## config.mk

```make
export PLATFORM = sky130hd
export DESIGN_NAME = time_of_day_counter_with_adjust
export DESIGN_NICKNAME = d
export VERILOG_FILES = /design/src/sv/tdca_pkg.sv /design/src/sv/tdca_time_unit.sv /design/src/sv/time_of_day_counter_with_adjust.sv
export SDC_FILE = /design/constraint.sdc
export NUM_CORES = 1
export LEC_CHECK = 0
export BUFFER_PORTS_ARGS = -buffer_cell sky130_fd_sc_hd__clkbuf_2
export CAP_MARGIN = 15
export CORE_ASPECT_RATIO = 1.4
export CORE_MARGIN = 4
export CORE_UTILIZATION = 32
export CTS_CLUSTER_SIZE = 16
export DETAILED_ROUTE_END_ITERATION = 8
export GPL_TIMING_DRIVEN = 0
export PLACE_DENSITY = 0.5
export SYNTH_ARGS = -nofsm -noshare
export SYNTH_HDL_FRONTEND = slang
export SYNTH_SLANG_ARGS = --single-unit
```

## constraint.sdc

```tcl
create_clock -name clk -period 7.4 [get_ports clk]
set_input_delay 0.74 -clock clk [delete_from_list [all_inputs] [get_ports clk]]
set_output_delay 0.74 -clock clk [all_outputs]
set_load 0.05 [all_outputs]
```

## src/sv/tdca_pkg.sv

```systemverilog
// Package for the time-of-day counter with key adjustment.
// Holds the time and move types, operation and register codes, and reset constants.
// No dependencies; every other file of the block imports it.
package tdca_pkg;

    typedef struct packed {
        logic [5:0] sec;
        logic [5:0] min;
        logic [4:0] hour;
        logic [7:0] day;
    } time_t;

    typedef struct packed {
        logic       enable;
        logic       backward;
        logic [5:0] amount;
    } move_t;

    localparam logic OP_TICK = 1'b0;
    localparam logic OP_POLL = 1'b1;

    localparam logic CFG_FAST_THRESHOLD = 1'b0;
    localparam logic CFG_FAST_STEP      = 1'b1;

    localparam logic [5:0] SEC_MAX  = 6'd59;
    localparam logic [5:0] MIN_MAX  = 6'd59;
    localparam logic [4:0] HOUR_MAX = 5'd23;
    localparam logic [6:0] SEC_MOD  = 7'd60;
    localparam logic [6:0] MIN_MOD  = 7'd60;
    localparam logic [4:0] HOUR_MOD = 5'd24;

    localparam logic [7:0] THRESHOLD_RESET = 8'd250;
    localparam logic [5:0] STEP_RESET      = 6'd20;
    localparam logic [5:0] SEC_RESET       = 6'd5;
    localparam logic [5:0] MIN_RESET       = 6'd0;
    localparam logic [4:0] HOUR_RESET      = 5'd12;
    localparam logic [7:0] DAY_RESET       = 8'd0;
    localparam logic [7:0] SHOWN_RESET     = 8'd200;

endpackage

```

## src/sv/tdca_time_unit.sv

```systemverilog
// Next-time logic: moves the time forward or backward by up to 63 seconds.
// Carries and borrows ripple through minutes, hours and the day count.
// Depends on tdca_pkg for the time and move types and the wrap constants.
module tdca_time_unit (
    input  tdca_pkg::time_t cur,
    input  tdca_pkg::move_t mv,
    output tdca_pkg::time_t nxt
);
    import tdca_pkg::*;

    logic [6:0]        sec_sum;
    logic [5:0]        sec_a;
    logic [1:0]        carry;
    logic [6:0]        min_sum;
    logic [5:0]        min_a;
    logic              hour_carry;
    logic [4:0]        hour_sum;
    time_t             adv;

    logic signed [7:0] sec_diff;
    logic signed [7:0] sec_fix;
    logic [1:0]        borrow;
    logic signed [7:0] min_diff;
    logic signed [7:0] min_fix;
    logic              hour_borrow;
    time_t             ret;

    always_comb
    begin
        sec_sum = {1'b0, cur.sec} + {1'b0, mv.amount};
        if (sec_sum >= (SEC_MOD << 1))
        begin
            sec_a = 6'(sec_sum - (SEC_MOD << 1));
            carry = 2'd2;
        end
        else if (sec_sum >= SEC_MOD)
        begin
            sec_a = 6'(sec_sum - SEC_MOD);
            carry = 2'd1;
        end
        else
        begin
            sec_a = sec_sum[5:0];
            carry = 2'd0;
        end

        min_sum = {1'b0, cur.min} + {5'b0, carry};
        if (min_sum >= MIN_MOD)
        begin
            min_a      = 6'(min_sum - MIN_MOD);
            hour_carry = 1'b1;
        end
        else
        begin
            min_a      = min_sum[5:0];
            hour_carry = 1'b0;
        end

        hour_sum = cur.hour + {4'b0, hour_carry};
        adv.sec  = sec_a;
        adv.min  = min_a;
        if (hour_sum >= HOUR_MOD)
        begin
            adv.hour = hour_sum - HOUR_MOD;
            adv.day  = cur.day + 8'd1;
        end
        else
        begin
            adv.hour = hour_sum;
            adv.day  = cur.day;
        end
    end

    always_comb
    begin
        sec_diff = $signed({2'b0, cur.sec}) - $signed({2'b0, mv.amount});
        if (sec_diff < -$signed({1'b0, SEC_MOD}))
        begin
            sec_fix = sec_diff + $signed({1'b0, SEC_MOD} << 1);
            borrow  = 2'd2;
        end
        else if (sec_diff < 8'sd0)
        begin
            sec_fix = sec_diff + $signed({1'b0, SEC_MOD});
            borrow  = 2'd1;
        end
        else
        begin
            sec_fix = sec_diff;
            borrow  = 2'd0;
        end

        min_diff = $signed({2'b0, cur.min}) - $signed({6'b0, borrow});
        if (min_diff < 8'sd0)
        begin
            min_fix     = min_diff + $signed({1'b0, MIN_MOD});
            hour_borrow = 1'b1;
        end
        else
        begin
            min_fix     = min_diff;
            hour_borrow = 1'b0;
        end

        ret.sec = sec_fix[5:0];
        ret.min = min_fix[5:0];
        if (hour_borrow && (cur.hour == 5'd0))
        begin
            ret.hour = HOUR_MAX;
            ret.day  = cur.day - 8'd1;
        end
        else
        begin
            ret.hour = cur.hour - {4'b0, hour_borrow};
            ret.day  = cur.day;
        end
    end

    always_comb
    begin
        priority if (!mv.enable)
            nxt = cur;
        else if (mv.backward)
            nxt = ret;
        else
            nxt = adv;
    end

endmodule

```

## src/sv/time_of_day_counter_with_adjust.sv

```systemverilog
// Top level of the time-of-day counter with key adjustment.
// Holds the clock, key and configuration state and the output register.
// Depends on tdca_pkg and tdca_time_unit.
//
//  Channel   Signals                           Direction  Content
//  s_axis    s_tvalid s_tready s_tdata s_tuser  in        one tick or key poll word
//  m_axis    m_tvalid m_tready m_tdata         out       time and flags after the word
//  cfg       cfg_we cfg_index cfg_data         in        fast_threshold, fast_step
//
// Each word is worked out combinationally; its result appears in the output register
// on the next cycle. One word can be accepted per cycle, including while the
// result waits, provided the output register is free or taken in that cycle.
// A stalled output register holds s_tready low. Reset sets the clock state to
// 12:00:05, day 0, child-safe off; no clearing pass is needed.
module time_of_day_counter_with_adjust (
    input  logic        clk,
    input  logic        rst_n,
    input  logic        s_tvalid,
    output logic        s_tready,
    input  logic [7:0]  s_tdata,  // [0] key_forward, [1] key_backward, [2] key_mode
    input  logic        s_tuser,  // [0] operation
    output logic        m_tvalid,
    input  logic        m_tready,
    output logic [31:0] m_tdata,  // [5:0] seconds, [11:6] minutes, [16:12] hours,
                                  // [24:17] day_count, [25] child_safe, [26] refresh
    input  logic        cfg_we,
    input  logic        cfg_index,
    input  logic [7:0]  cfg_data
);
    import tdca_pkg::*;

    logic [7:0]  threshold_reg;
    logic [5:0]  step_reg;
    time_t       time_reg;
    time_t       time_next;
    logic [7:0]  shown_reg;
    logic [7:0]  shown_next;
    logic [7:0]  hold_reg;
    logic [7:0]  hold_next;
    logic        safe_reg;
    logic        safe_next;
    logic        refresh_next;
    logic        out_valid_reg;
    logic [31:0] out_data_reg;
    move_t       mv;
    logic        accept;
    logic        poll;
    logic        key_fwd;
    logic        key_back;
    logic        key_mode;
    logic        fast;

    assign s_tready = !out_valid_reg || m_tready;
    assign accept   = s_tvalid && s_tready;
    assign poll     = (s_tuser == OP_POLL);
    assign key_fwd  = s_tdata[0];
    assign key_back = s_tdata[1];
    assign key_mode = s_tdata[2];
    assign fast     = hold_reg > threshold_reg;

    always_comb
    begin
        mv.enable   = 1'b0;
        mv.backward = 1'b0;
        mv.amount   = 6'd1;
        hold_next   = hold_reg;
        safe_next   = safe_reg;
        if (!poll)
        begin
            mv.enable = 1'b1;
        end
        else if (key_fwd || key_back)
        begin
            mv.enable   = 1'b1;
            mv.backward = !key_fwd;
            if (fast)
                mv.amount = step_reg;
            else
                hold_next = hold_reg + 8'd1;
        end
        else if (key_mode)
        begin
            if (hold_reg == 8'd0)
            begin
                hold_next = 8'd1;
                safe_next = !safe_reg;
            end
        end
        else
        begin
            hold_next = 8'd0;
        end
    end

    tdca_time_unit u_time (
        .cur (time_reg),
        .mv  (mv),
        .nxt (time_next)
    );

    always_comb
    begin
        shown_next   = shown_reg;
        refresh_next = 1'b0;
        if (poll && ({2'b0, time_next.sec} != shown_reg))
        begin
            shown_next   = {2'b0, time_next.sec};
            refresh_next = 1'b1;
        end
    end

    always_ff @(posedge clk or negedge rst_n)
    begin
        if (!rst_n)
        begin
            threshold_reg <= THRESHOLD_RESET;
            step_reg      <= STEP_RESET;
        end
        else if (cfg_we)
        begin
            unique case (cfg_index)
                CFG_FAST_THRESHOLD: threshold_reg <= cfg_data;
                CFG_FAST_STEP:      step_reg      <= cfg_data[5:0];
            endcase
        end
    end

    always_ff @(posedge clk or negedge rst_n)
    begin
        if (!rst_n)
        begin
            time_reg.sec  <= SEC_RESET;
            time_reg.min  <= MIN_RESET;
            time_reg.hour <= HOUR_RESET;
            time_reg.day  <= DAY_RESET;
            shown_reg     <= SHOWN_RESET;
            hold_reg      <= 8'd0;
            safe_reg      <= 1'b0;
        end
        else if (accept)
        begin
            time_reg  <= time_next;
            shown_reg <= shown_next;
            hold_reg  <= hold_next;
            safe_reg  <= safe_next;
        end
    end

    always_ff @(posedge clk or negedge rst_n)
    begin
        if (!rst_n)
            out_valid_reg <= 1'b0;
        else if (accept)
            out_valid_reg <= 1'b1;
        else if (m_tready)
            out_valid_reg <= 1'b0;
    end

    always_ff @(posedge clk)
    begin
        if (accept)
            out_data_reg <= {5'b0, refresh_next, safe_next, time_next.day,
                             time_next.hour, time_next.min, time_next.sec};
    end

    assign m_tvalid = out_valid_reg;
    assign m_tdata  = out_data_reg;

`ifndef SYNTHESIS
    a_time_range: assert property (@(posedge clk) disable iff (!rst_n)
        (time_reg.sec <= SEC_MAX) && (time_reg.min <= MIN_MAX) &&
        (time_reg.hour <= HOUR_MAX))
        else $error("time state out of range");

    a_result_follows: assert property (@(posedge clk) disable iff (!rst_n)
        accept |=> m_tvalid)
        else $error("accepted word produced no result");

    a_tick_no_refresh: assert property (@(posedge clk) disable iff (!rst_n)
        (accept && (s_tuser == OP_TICK)) |=> !m_tdata[26])
        else $error("tick reported a refresh");
`endif

endmodule

```

* After elaboration in Yosys (flattened, before gate mapping)
Cells that the tools add are included. Widths: inputs -> output; s select.
Storage, ports and cells: bits in registers 84, output and inout port bits 34, logic and storage cells 85
Cells by class: add/sub/neg operators 16, magnitude comparators 8, eq/ne operators 3, mux-type cells 31, bitwise operators 1, reduce and logical (&&, ||, !) cells 15
Operator list (number):
- $mux 25 | 2
- $mux 6 | 7
- $mux 8 | 5
- $mux 13 | 2
- $sub 6x6->6 const B | 3
- $add 8x1->8 const B | 2
- $ge 7x6->1 const B | 2
- $lt 7x1->1 const B | 2
- $add 6x3->6 const B | 2
- $mux 1 | 12
- $gt 8x8->1 | 1
- $logic_not 8->1 | 1
- $ne 6x8->1 | 1
- $sub 8x1->8 const B | 1
- $add 6x2->7 | 1
- $add 6x6->7 | 1
- $ge 7x7->1 const B | 1
- $lt 7x7->1 const B | 1
- $mux 7 | 1
- $sub 6x2->7 | 1
- $sub 6x6->7 | 1
- $add 6x4->6 const B | 1
- $reduce_and 2->1 | 3
- $add 5x1->5 | 1
- 13 further kinds | 19

* Logic depth before layout (Yosys ltp)
Gate-level depths: netlist of run 1.
depth after elaboration 19, gate-level depth with buffers 42, gate-level depth less buffers 42

* By module
A second synthesis of run 1 with hierarchy kept.
Unflattened totals: cells, all modules 585, area total of the unflattened synthesis 5804.3 um2
Modules (own cells, without submodules):
- time_of_day_counter_with_adjust | times used 1, cells each 252, area each 3495.9 um2
- tdca_time_unit | times used 1, cells each 333, area each 2308.5 um2

* Worst setup path before layout of run 1
OpenSTA, ideal clock, no wires.
kind register to register, start register threshold_reg[1], end register time_reg[3] (netlist name), setup time 0.127 ns, data arrival time 7.253 ns, data required time 7.273 ns, setup slack 0.020 ns, cell stages (with the launch flop) 40, buffers on the path 0, clock period less this slack 7.380 ns, cell sequence dfstp_2 -> inv_1 -> ha_1 -> nor2b_1 -> o21a_1 -> o21a_1 -> o21ai_0 -> a221oi_1 -> and2_0 -> nand2b_1 -> ha_1 -> fa_1 -> nor2b_1 -> o21ai_2 -> xnor2_1 -> ha_1 -> inv_1 -> nor2_1 -> (+4 left out) -> fa_1 -> xor2_1 -> ha_1 -> nor3b_1 -> o21bai_1 -> a21o_1 -> o2111ai_1 -> nand2_1 -> ha_1 -> ha_1 -> nand2b_1 -> a22oi_1 -> o21ai_0 -> o21ai_0 -> and2_1 -> a32oi_1 -> nor2_1 -> xor2_1
On the way: longest elaborated chain between the ends 16
RTL lines:
- from (decl) | RTL line time_of_day_counter_with_adjust.sv:32 | logic [7:0] threshold_reg;
- from (signal assigned) | RTL line time_of_day_counter_with_adjust.sv:122 | CFG_FAST_THRESHOLD: threshold_reg <= cfg_data;
- $gt 8x8->1 (*) | RTL line time_of_day_counter_with_adjust.sv:59 | assign fast = hold_reg > threshold_reg;
- $mux 6 (*) | RTL line time_of_day_counter_with_adjust.sv:76 | if (fast)
- $mux 8 (*) | RTL line time_of_day_counter_with_adjust.sv:72 | else if (key_fwd || key_back)
- $mux 7 (*) | RTL line time_of_day_counter_with_adjust.sv:68 | if (!poll)
- $add 6x6->7 | RTL line tdca_time_unit.sv:30 | sec_sum = {1'b0, cur.sec} + {1'b0, mv.amount};
- $ge 7x6->1 | RTL line tdca_time_unit.sv:36 | else if (sec_sum >= SEC_MOD)
- $mux 1 | RTL line tdca_time_unit.sv:36
- $mux 2 | RTL line tdca_time_unit.sv:31 | if (sec_sum >= (SEC_MOD << 1))
- $add 6x2->7 | RTL line tdca_time_unit.sv:47 | min_sum = {1'b0, cur.min} + {5'b0, carry};
- $ge 7x6->1 | RTL line tdca_time_unit.sv:48 | if (min_sum >= MIN_MOD)
- $mux 1 | RTL line tdca_time_unit.sv:48
- $add 5x1->5 | RTL line tdca_time_unit.sv:59 | hour_sum = cur.hour + {4'b0, hour_carry};
- $ge 5x5->1 | RTL line tdca_time_unit.sv:62 | if (hour_sum >= HOUR_MOD)
- $mux 13 | RTL line tdca_time_unit.sv:62
- $mux 25 (*) | RTL line tdca_time_unit.sv:123 | else if (mv.backward)
- $mux 25 (*) | RTL line tdca_time_unit.sv:121 | priority if (!mv.enable)
- to (signal assigned) | RTL line time_of_day_counter_with_adjust.sv:142 | time_reg <= time_next;
- to (decl) | RTL line time_of_day_counter_with_adjust.sv:34 | time_t time_reg;
Every way passes the cells marked *; elsewhere a longest branch is shown, timed or not. A chain may end at the register's enable or synchronous reset.

==> results.md, run 1 <==
* Fmax at 139 MHz
* Highest metal used: met4
* Post-Route M1 WL at 6.26 mm
* Share of post-route cells with drive strength above 1 at 30.7%
* Routed WL at 15.8 mm
* Status: finished clean
* Hold Fails Final Rpt at 0
* CTS Hold Buffers Added at 0
* WL met2 at 8.65 mm
* Syn avg cell area at 9.36 sq um
* Post-Syn Instances at 625
* CP Launch Type: flop
* Synth top area cells: dfrtp_1, edfxtp_1, ha_1
* Pre-CTS setup slack at -1570 ps
* RSZ-0062 raised after global routing: yes
* Clock Sinks at 83
* Routed WL per cell at 16.4 um
* Antenna-violating nets left at 0
* DIE AREA at 20,500 sq um
* Most frequent cell after synthesis: nand2_1
* Drc violations at 0
* # fillers at 1,867
* # rows at 58
* CTS Buf Count at 9
* Worst-Skew Late Latency at 350 ps
* Max VDD drop at 0.000145 V
* Setup Skew at 8.41 ps
* Bufs and invs on worst path at 2
* Share of flip-flops with an asynchronous set or reset at 67.5%
* Top cell by count, worst path: ha_4
* Post-Syn Area at 5850 sq um
* CP max stage cell: dfstp_2
* Slowest stage delay, CP at 530 ps
* Maxcap violations at 0
* H-tree depth at 3
* Post-synth EDFFs at 27
* DR iter-0 viols at 303
* GRT overflow at 0
* Pins over their slew limit at 0
* Post-synth top cells: nand2_1, nor2_1, dfrtp_1, ha_1, inv_1
* Final WS setup at 210 ps
* Crit path DAT at 7290 ps
* Ant diodes at 0
* Setup Viol. Count Final at 0
* Pin count of the biggest net entering global routing at 57
* Pwr per Cell Area at 379 nW/um^2
* Synth Flop Type: dfrtp_1
* Worst Path Max Fanout at 5
* CP Capture Type: flop
* Slew HR at 26.6%
* Cell variety after synth at 86
* Final worst-path cycle share at 97.2%
* Final HPWL DP at 11.7 mm
* Die height at 168 um
* Vias/cell at 5.02
* Area leader, netlist: dfrtp_1
* Worst-path clk slew at 70 ps
* Max reg flops at 27
* Total Power at 0.00280 W
* Worst Path Required at 7500 ps
* Initial core utilization at 32.5%
* CTS tree: built
* Final min period at 7190 ps
* P&R area growth vs syn at 26.2%
* Initial antenna violation count at 0
* First-pass GRT wire length at 25.2 mm
* Gpl congestion at 0.887
* Fin Hold WS at 485 ps
* Final TNS setup at 0 ps
* Yosys Warn Count at 0
* Leakage power at 3.21 nW
* Vias in the first global route at 5,002
* Seq/Total Area, Yosys at 38.1%
* Routed wl met3 at 420 um
* Vias after detailed routing at 4,858
* Critical path type: reg2reg
* Buffers on Ports at 45
* Cell family with most CP delay: simple AND/OR/NAND/NOR gates
* Worst slew pin tran at 1090 ps
* Num ports at 57
* Worst Hold Class: reg2reg
* TritonRoute pass-1 iters at 4
* Worst-case clock buffer depth at 2
* Synth top area share at 18.0%
* Core Area at 18,000 sq um
* Final layout net count at 791
* Aggregate global-route resource usage at 15.8%
* Die span in x at 122 um
* Root Driver: clkbuf_16
* Flops & latches, synth at 83
[where the power goes]
part,total (W),internal [W],switching (W)
logic,0.00161,0.000674,0.000937
clock network,0.000444,0.000233,0.000210
registers,0.000744,0.000624,0.000120
[cells in the final DEF, fill, tap and decap left out, drive strengths merged, types with 3 or more instances in the layout]
cell type / count
nand2b: 18
nand3: 12
nand4: 9
inv: 44
clkbuf: 65
nand2: 86
a211oi: 7
conb: 5
and3: 9
and2: 4
or3: 4
nor2: 48
a2111oi: 3
xor2: 18
nor2b: 8
fa: 4
o211ai: 6
o21a: 5
a21o: 8
nor3: 12
xnor2: 20
ha: 42
or2: 4
a21oi: 25
edfxtp: 27
o31ai: 6
dfrtp: 42
o21ai: 41
mux2: 16
mux2i: 8
and4: 3
a31oi: 8
buf: 46
clkinv: 4
a311oi: 3
dfstp: 14
or4: 7
[what timing repair did]
item	CTS	global route
pin swaps	19	41
endpoints found under the setup margin	31	20
resized for setup	47	41
setup buffers	14	22
[logic make-up (layout without fill, tap and decap cells)]
logic type | Yosys count | after routing | share of synthesized area [%]
simple gates | 235 | 235 | 20.1
compound gates | 135 | 135 | 16.3
flops | 83 | 83 | 38.1
buf+inv | 62 | 160 | 4.45
fa+ha+maj | 46 | 46 | 10.4
xor+xnor | 39 | 39 | 6.08
mux | 24 | 24 | 4.51
other cells | 1 | 5 | 0.0641
[cell type report]
type | count | area [sq um] | share of cell area, %
timing repair buffer | 82 | 508 | 6.88
multi-input combinational | 484 | 3790 | 51.3
buffer | 21 | 115 | 1.56
inverter | 41 | 156 | 2.12
sequential | 83 | 2230 | 30.2
clock inverter | 7 | 57.6 | 0.780
clock buffer | 9 | 225 | 3.05
tap | 240 | 300 | 4.07
[stage by stage]
stage | utilization (%) | instance area (sq um) | cells
final | 41.0 | 7380 | 967
after global routing | 41.0 | 7380 | 967
after floorplan | - | 5860 | 629
after detailed placement | 35.6 | 6400 | 915
after CTS | 38.9 | 6990 | 945
after global placement | 35.5 | 6390 | 914
[final timing paths]
path / start / end / slack [ps] / cells past startpoint
max: threshold_reg[1] / m_tdata[24] / 210 / 40
min: time_reg[7] / time_reg[7] / 480 / 1
max reg2reg: threshold_reg[1] / m_tdata[24] / 210 / 40
min reg2reg: time_reg[7] / time_reg[7] / 480 / 1
max in group asynchronous: rst_n / hold_reg[7] / 6340 / 1
min in group asynchronous: rst_n / m_tvalid / 500 / 1
[layer usage]
metal / track usage, % / up-vias
li1: - / 2417
met1: 17.3 / 2311
met2: 29.7 / 106
met3: 2.05 / 24
met4: 6.92 / 0
met5: 0 / -
(Power assumes the default switching activity.)
==> run 2: changes to the inputs <==
--- a/config.mk
+++ b/config.mk
@@ -5,9 +5,9 @@
 export SDC_FILE = /design/constraint.sdc
 export NUM_CORES = 1
 export LEC_CHECK = 0
+export ABC_AREA = 1
 export BUFFER_PORTS_ARGS = -buffer_cell sky130_fd_sc_hd__clkbuf_2
 export CAP_MARGIN = 15
-export CORE_ASPECT_RATIO = 1.4
 export CORE_MARGIN = 4
 export CORE_UTILIZATION = 32
 export CTS_CLUSTER_SIZE = 16
==> constraint.sdc (replaced) <==
create_clock -name clk -period 7.4 [get_ports clk]
set_input_delay 1.11 -clock clk [delete_from_list [all_inputs] [get_ports clk]]
set_output_delay 1.11 -clock clk [all_outputs]
set_load 0.05 [all_outputs]
==> run 2 against run 1 <==
  * Sequential share of layout area increased by 3.5 points
  * Sequential power decreased by 3%
  * Combinational power decreased by 20%
  * Worst setup slack improved by 400 ps
  * Clock power increased by 6.3%
  * Via count decreased by 2.9%
  * Register-to-register slack improved by 410 ps
  * Largest power group unchanged
  * Critical path type is now in2reg
  * Clock skew decreased by 0.61 ps
  * Wire length decreased by 13%
  * First-iteration DRC count decreased by 28%
==> results.md, run 2 <==
* Pre-CTS setup slack at -239 ps (was -1570 ps)
* Maxcap violations at 0 (unchanged)
* P&R area growth vs syn at 16.4% (was 26.2%)
* CP max stage cell: fa_2 (was dfstp_2)
* Num ports at 57 (unchanged)
* Clock Sinks at 83 (unchanged)
* Ant diodes at 0 (unchanged)
* Final WS setup at 610 ps (was 210 ps)
* Seq/Total Area, Yosys at 39.2% (was 38.1%)
* Critical path type: in2reg (was reg2reg)
* H-tree depth at 3 (unchanged)
* Most frequent cell after synthesis: nand2_1 (unchanged)
* Fmax at 147 MHz (was 139 MHz)
* Worst R2R End: time_reg[6] (was m_tdata[24])
* DR iter-0 viols at 219 (was 303)
* Slew HR at 38.1% (was 26.6%)
* Die height at 141 um (was 168 um)
* Final worst-path cycle share at 91.8% (was 97.2%)
* Fin Hold WS at 479 ps (was 485 ps)
* CTS Hold Buffers Added at 0 (unchanged)
* CTS Buf Count at 9 (unchanged)
* Worst-case clock buffer depth at 2 (unchanged)
* Post-synth top cells: nand2_1, inv_1, o21ai_0 (was nand2_1, nor2_1, dfrtp_1, ha_1, inv_1)
* Vias in the first global route at 4,756 (was 5,002)
* Setup Skew at 7.80 ps (was 8.41 ps)
* Aggregate global-route resource usage at 14.4% (was 15.8%)
* Setup Viol. Count Final at 0 (unchanged)
* Worst Hold Class: reg2reg (unchanged)
* Share of post-route cells with drive strength above 1 at 20.1% (was 30.7%)
* Vias/cell at 4.76 (was 5.02)
* Pin count of the biggest net entering global routing at 57 (unchanged)
* Yosys Warn Count at 0 (unchanged)
* Drc violations at 0 (unchanged)
* Gpl congestion at 0.834 (was 0.887)
* Area of the multi-input gates at 3010 sq um (was 3790 sq um)
* Post-synth EDFFs at 27 (unchanged)
* CTS tree: built (unchanged)
* Max VDD drop at 0.000166 V (was 0.000145 V)
* Buffers on Ports at 46 (was 45)
* Routed WL per cell at 13.9 um (was 16.4 um)
* Final TNS setup at 0 ps (unchanged)
* Cell variety after synth at 51 (was 86)
* Synth top area cells: dfrtp_1, edfxtp_1, nand2_1 (was dfrtp_1, edfxtp_1, ha_1)
* Flops & latches, synth at 83 (unchanged)
* Max reg flops at 27 (unchanged)
* Area after DPL at 6220 sq um (was 6400 sq um)
* Post-Syn Instances at 697 (was 625)
* Routed WL at 13.7 mm (was 15.8 mm)
* Worst slew pin tran at 928 ps (was 1090 ps)
* Commonest non-fill, non-tap cells in the layout: nand2_1, inv_1, o21ai_0 (was nand2_1, clkbuf_2, nor2_1)
* Core Area at 17,400 sq um (was 18,000 sq um)
* Top cell by count, worst path: nand2_1 (was ha_4)
* Vias after detailed routing at 4,718 (was 4,858)
* Share of flip-flops with an asynchronous set or reset at 67.5% (unchanged)
* DIE AREA at 20,000 sq um (was 20,500 sq um)
* Syn avg cell area at 8.16 sq um (was 9.36 sq um)
* Worst Path Required at 7600 ps (was 7500 ps)
* First-pass GRT wire length at 23.2 mm (was 25.2 mm)
* Flop-to-flop setup slack at 620 ps (was 210 ps)
* Worst r2r path cells at 39 (was 40)
* TritonRoute pass-1 iters at 4 (unchanged)
* Status: finished clean (unchanged)
* # rows at 48 (was 58)
* Die span in x at 141 um (was 122 um)
* Slowest stage delay, CP at 410 ps (was 530 ps)
* Area leader, netlist: dfrtp_1 (unchanged)
* Synth Flop Type: dfrtp_1 (unchanged)
* CP Capture Type: flop (unchanged)
* Root Driver: clkbuf_16 (unchanged)
* Final HPWL DP at 10.3 mm (was 11.7 mm)
* Pins over their slew limit at 0 (unchanged)
* Worst-Skew Late Latency at 350 ps (about the same)
* Worst reg2reg path startpoint: threshold_reg[7] (was threshold_reg[1])
* Leakage power at 3.25 nW (was 3.21 nW)
* Worst setup startpoint: s_tdata[0] (was threshold_reg[1])
* Antenna-violating nets left at 0 (unchanged)
* Initial core utilization at 32.8% (was 32.5%)
* Non-Filler Cell Area, Final at 6620 sq um (was 7380 sq um)
* Crit path capture: time_reg[6] (was m_tdata[24])
* Worst-path clk slew at 60 ps (was 70 ps)
* GRT overflow at 0 (unchanged)
* Post-Syn Area at 5690 sq um (was 5850 sq um)
* Most common cell after layout, fill and taps aside: nand2_1 (unchanged)
* Pwr per Cell Area at 375 nW/um^2 (was 379 nW/um^2)
* Initial antenna violation count at 0 (unchanged)
* Synth top area share at 18.5% (was 18.0%)
* CP Launch Type: input pin (was flop)
* Final layout net count at 830 (was 791)
* Final min period at 6790 ps (was 7190 ps)
* Hold Fails Final Rpt at 0 (unchanged)
* Reg area at 2230 sq um (unchanged)
* Worst Path Max Fanout at 6 (was 5)
* Crit path DAT at 6990 ps (was 7290 ps)
* # fillers at 1,784 (was 1,867)
## run 2: cell count changes after synthesis, moves of 16 or more
cell | before | now
o21ai_0 | 38 | 56
nand3_1 | 12 | 47
nand2_1 | 86 | 148
nand2b_1 | 18 | 0
inv_1 | 39 | 99
nand2_2 | 0 | 16
xnor2_1 | 20 | 2
## run 2: logic make-up after synthesis
group | Yosys count | synth area share [%]
and+or+nand+nor | 295 | 24.8
buffers and inverters | 131 | 9.44
other | 1 | 0.0659
DFF | 83 | 39.2
AOI/OAI and AO/OA | 112 | 11.2
xor gates and xnor gates | 29 | 4.60
adders and majority gates | 46 | 10.6
## run 2: power by group
| group | switching, W | internal [W] | leakage [nW] | total, W |
|---|---|---|---|---|
| Sequential | 0.0000953 | 0.000629 | 0.946 | 0.000724 |
| Combinational | 0.000841 | 0.000443 | 2.16 | 0.00128 |
| Clock | 0.000179 | 0.000294 | 0.146 | 0.000472 |
| Total | 0.00111 | 0.00137 | 3.25 | 0.00248 |
## run 2: critical path, delay by kind of cell
family | cells | cell delay (ps)
buf+inv | 6 | 650
compound gates | 5 | 580
fa+ha+maj | 7 | 1830
simple gates | 15 | 1800
xor+xnor | 4 | 990
## run 2: worst min path at each step
stage,from,cells after the start,endpoint
global placement,shown_reg[3],2,shown_reg[3]
finish,shown_reg[3],2,shown_reg[3]
floorplan,shown_reg[3],2,shown_reg[3]
global route,threshold_reg[1],2,threshold_reg[1]
detailed placement,shown_reg[3],2,shown_reg[3]
CTS,shown_reg[3],2,shown_reg[3]
## run 2: area by class of cell
type	instances	area share (%)
buffer	23	2.00
clock buffer	12	3.57
clock inverter	4	1.02
inverter	108	6.13
multi-input combinational	487	45.5
sequential	83	33.7
tap	225	4.25
timing repair buffer	49	3.86
## run 2: timing repair
item,in CTS,in global routing
pin swaps,0,8
setup buffers,0,3
endpoints found under the setup margin,2,20
resized for setup,1,16
## run 2: routing by layer
metal  up-vias  wire length [um]  global-route usage (%)
met1      2234              6050                    17.9
li1       2387                 -                       -
met4         0               195                    3.52
met5         -                 0                       0
met2        81              6900                    25.3
met3        16               588                    3.40
## run 2: through the flow
step	cells	power [W]	util, %
floorplan	701	0.00171	-
CTS	988	0.00248	37.6
finish	991	0.00248	38.1
global route	991	0.00272	38.1
detailed placement	972	0.00200	35.8
global placement	972	0.00196	35.8
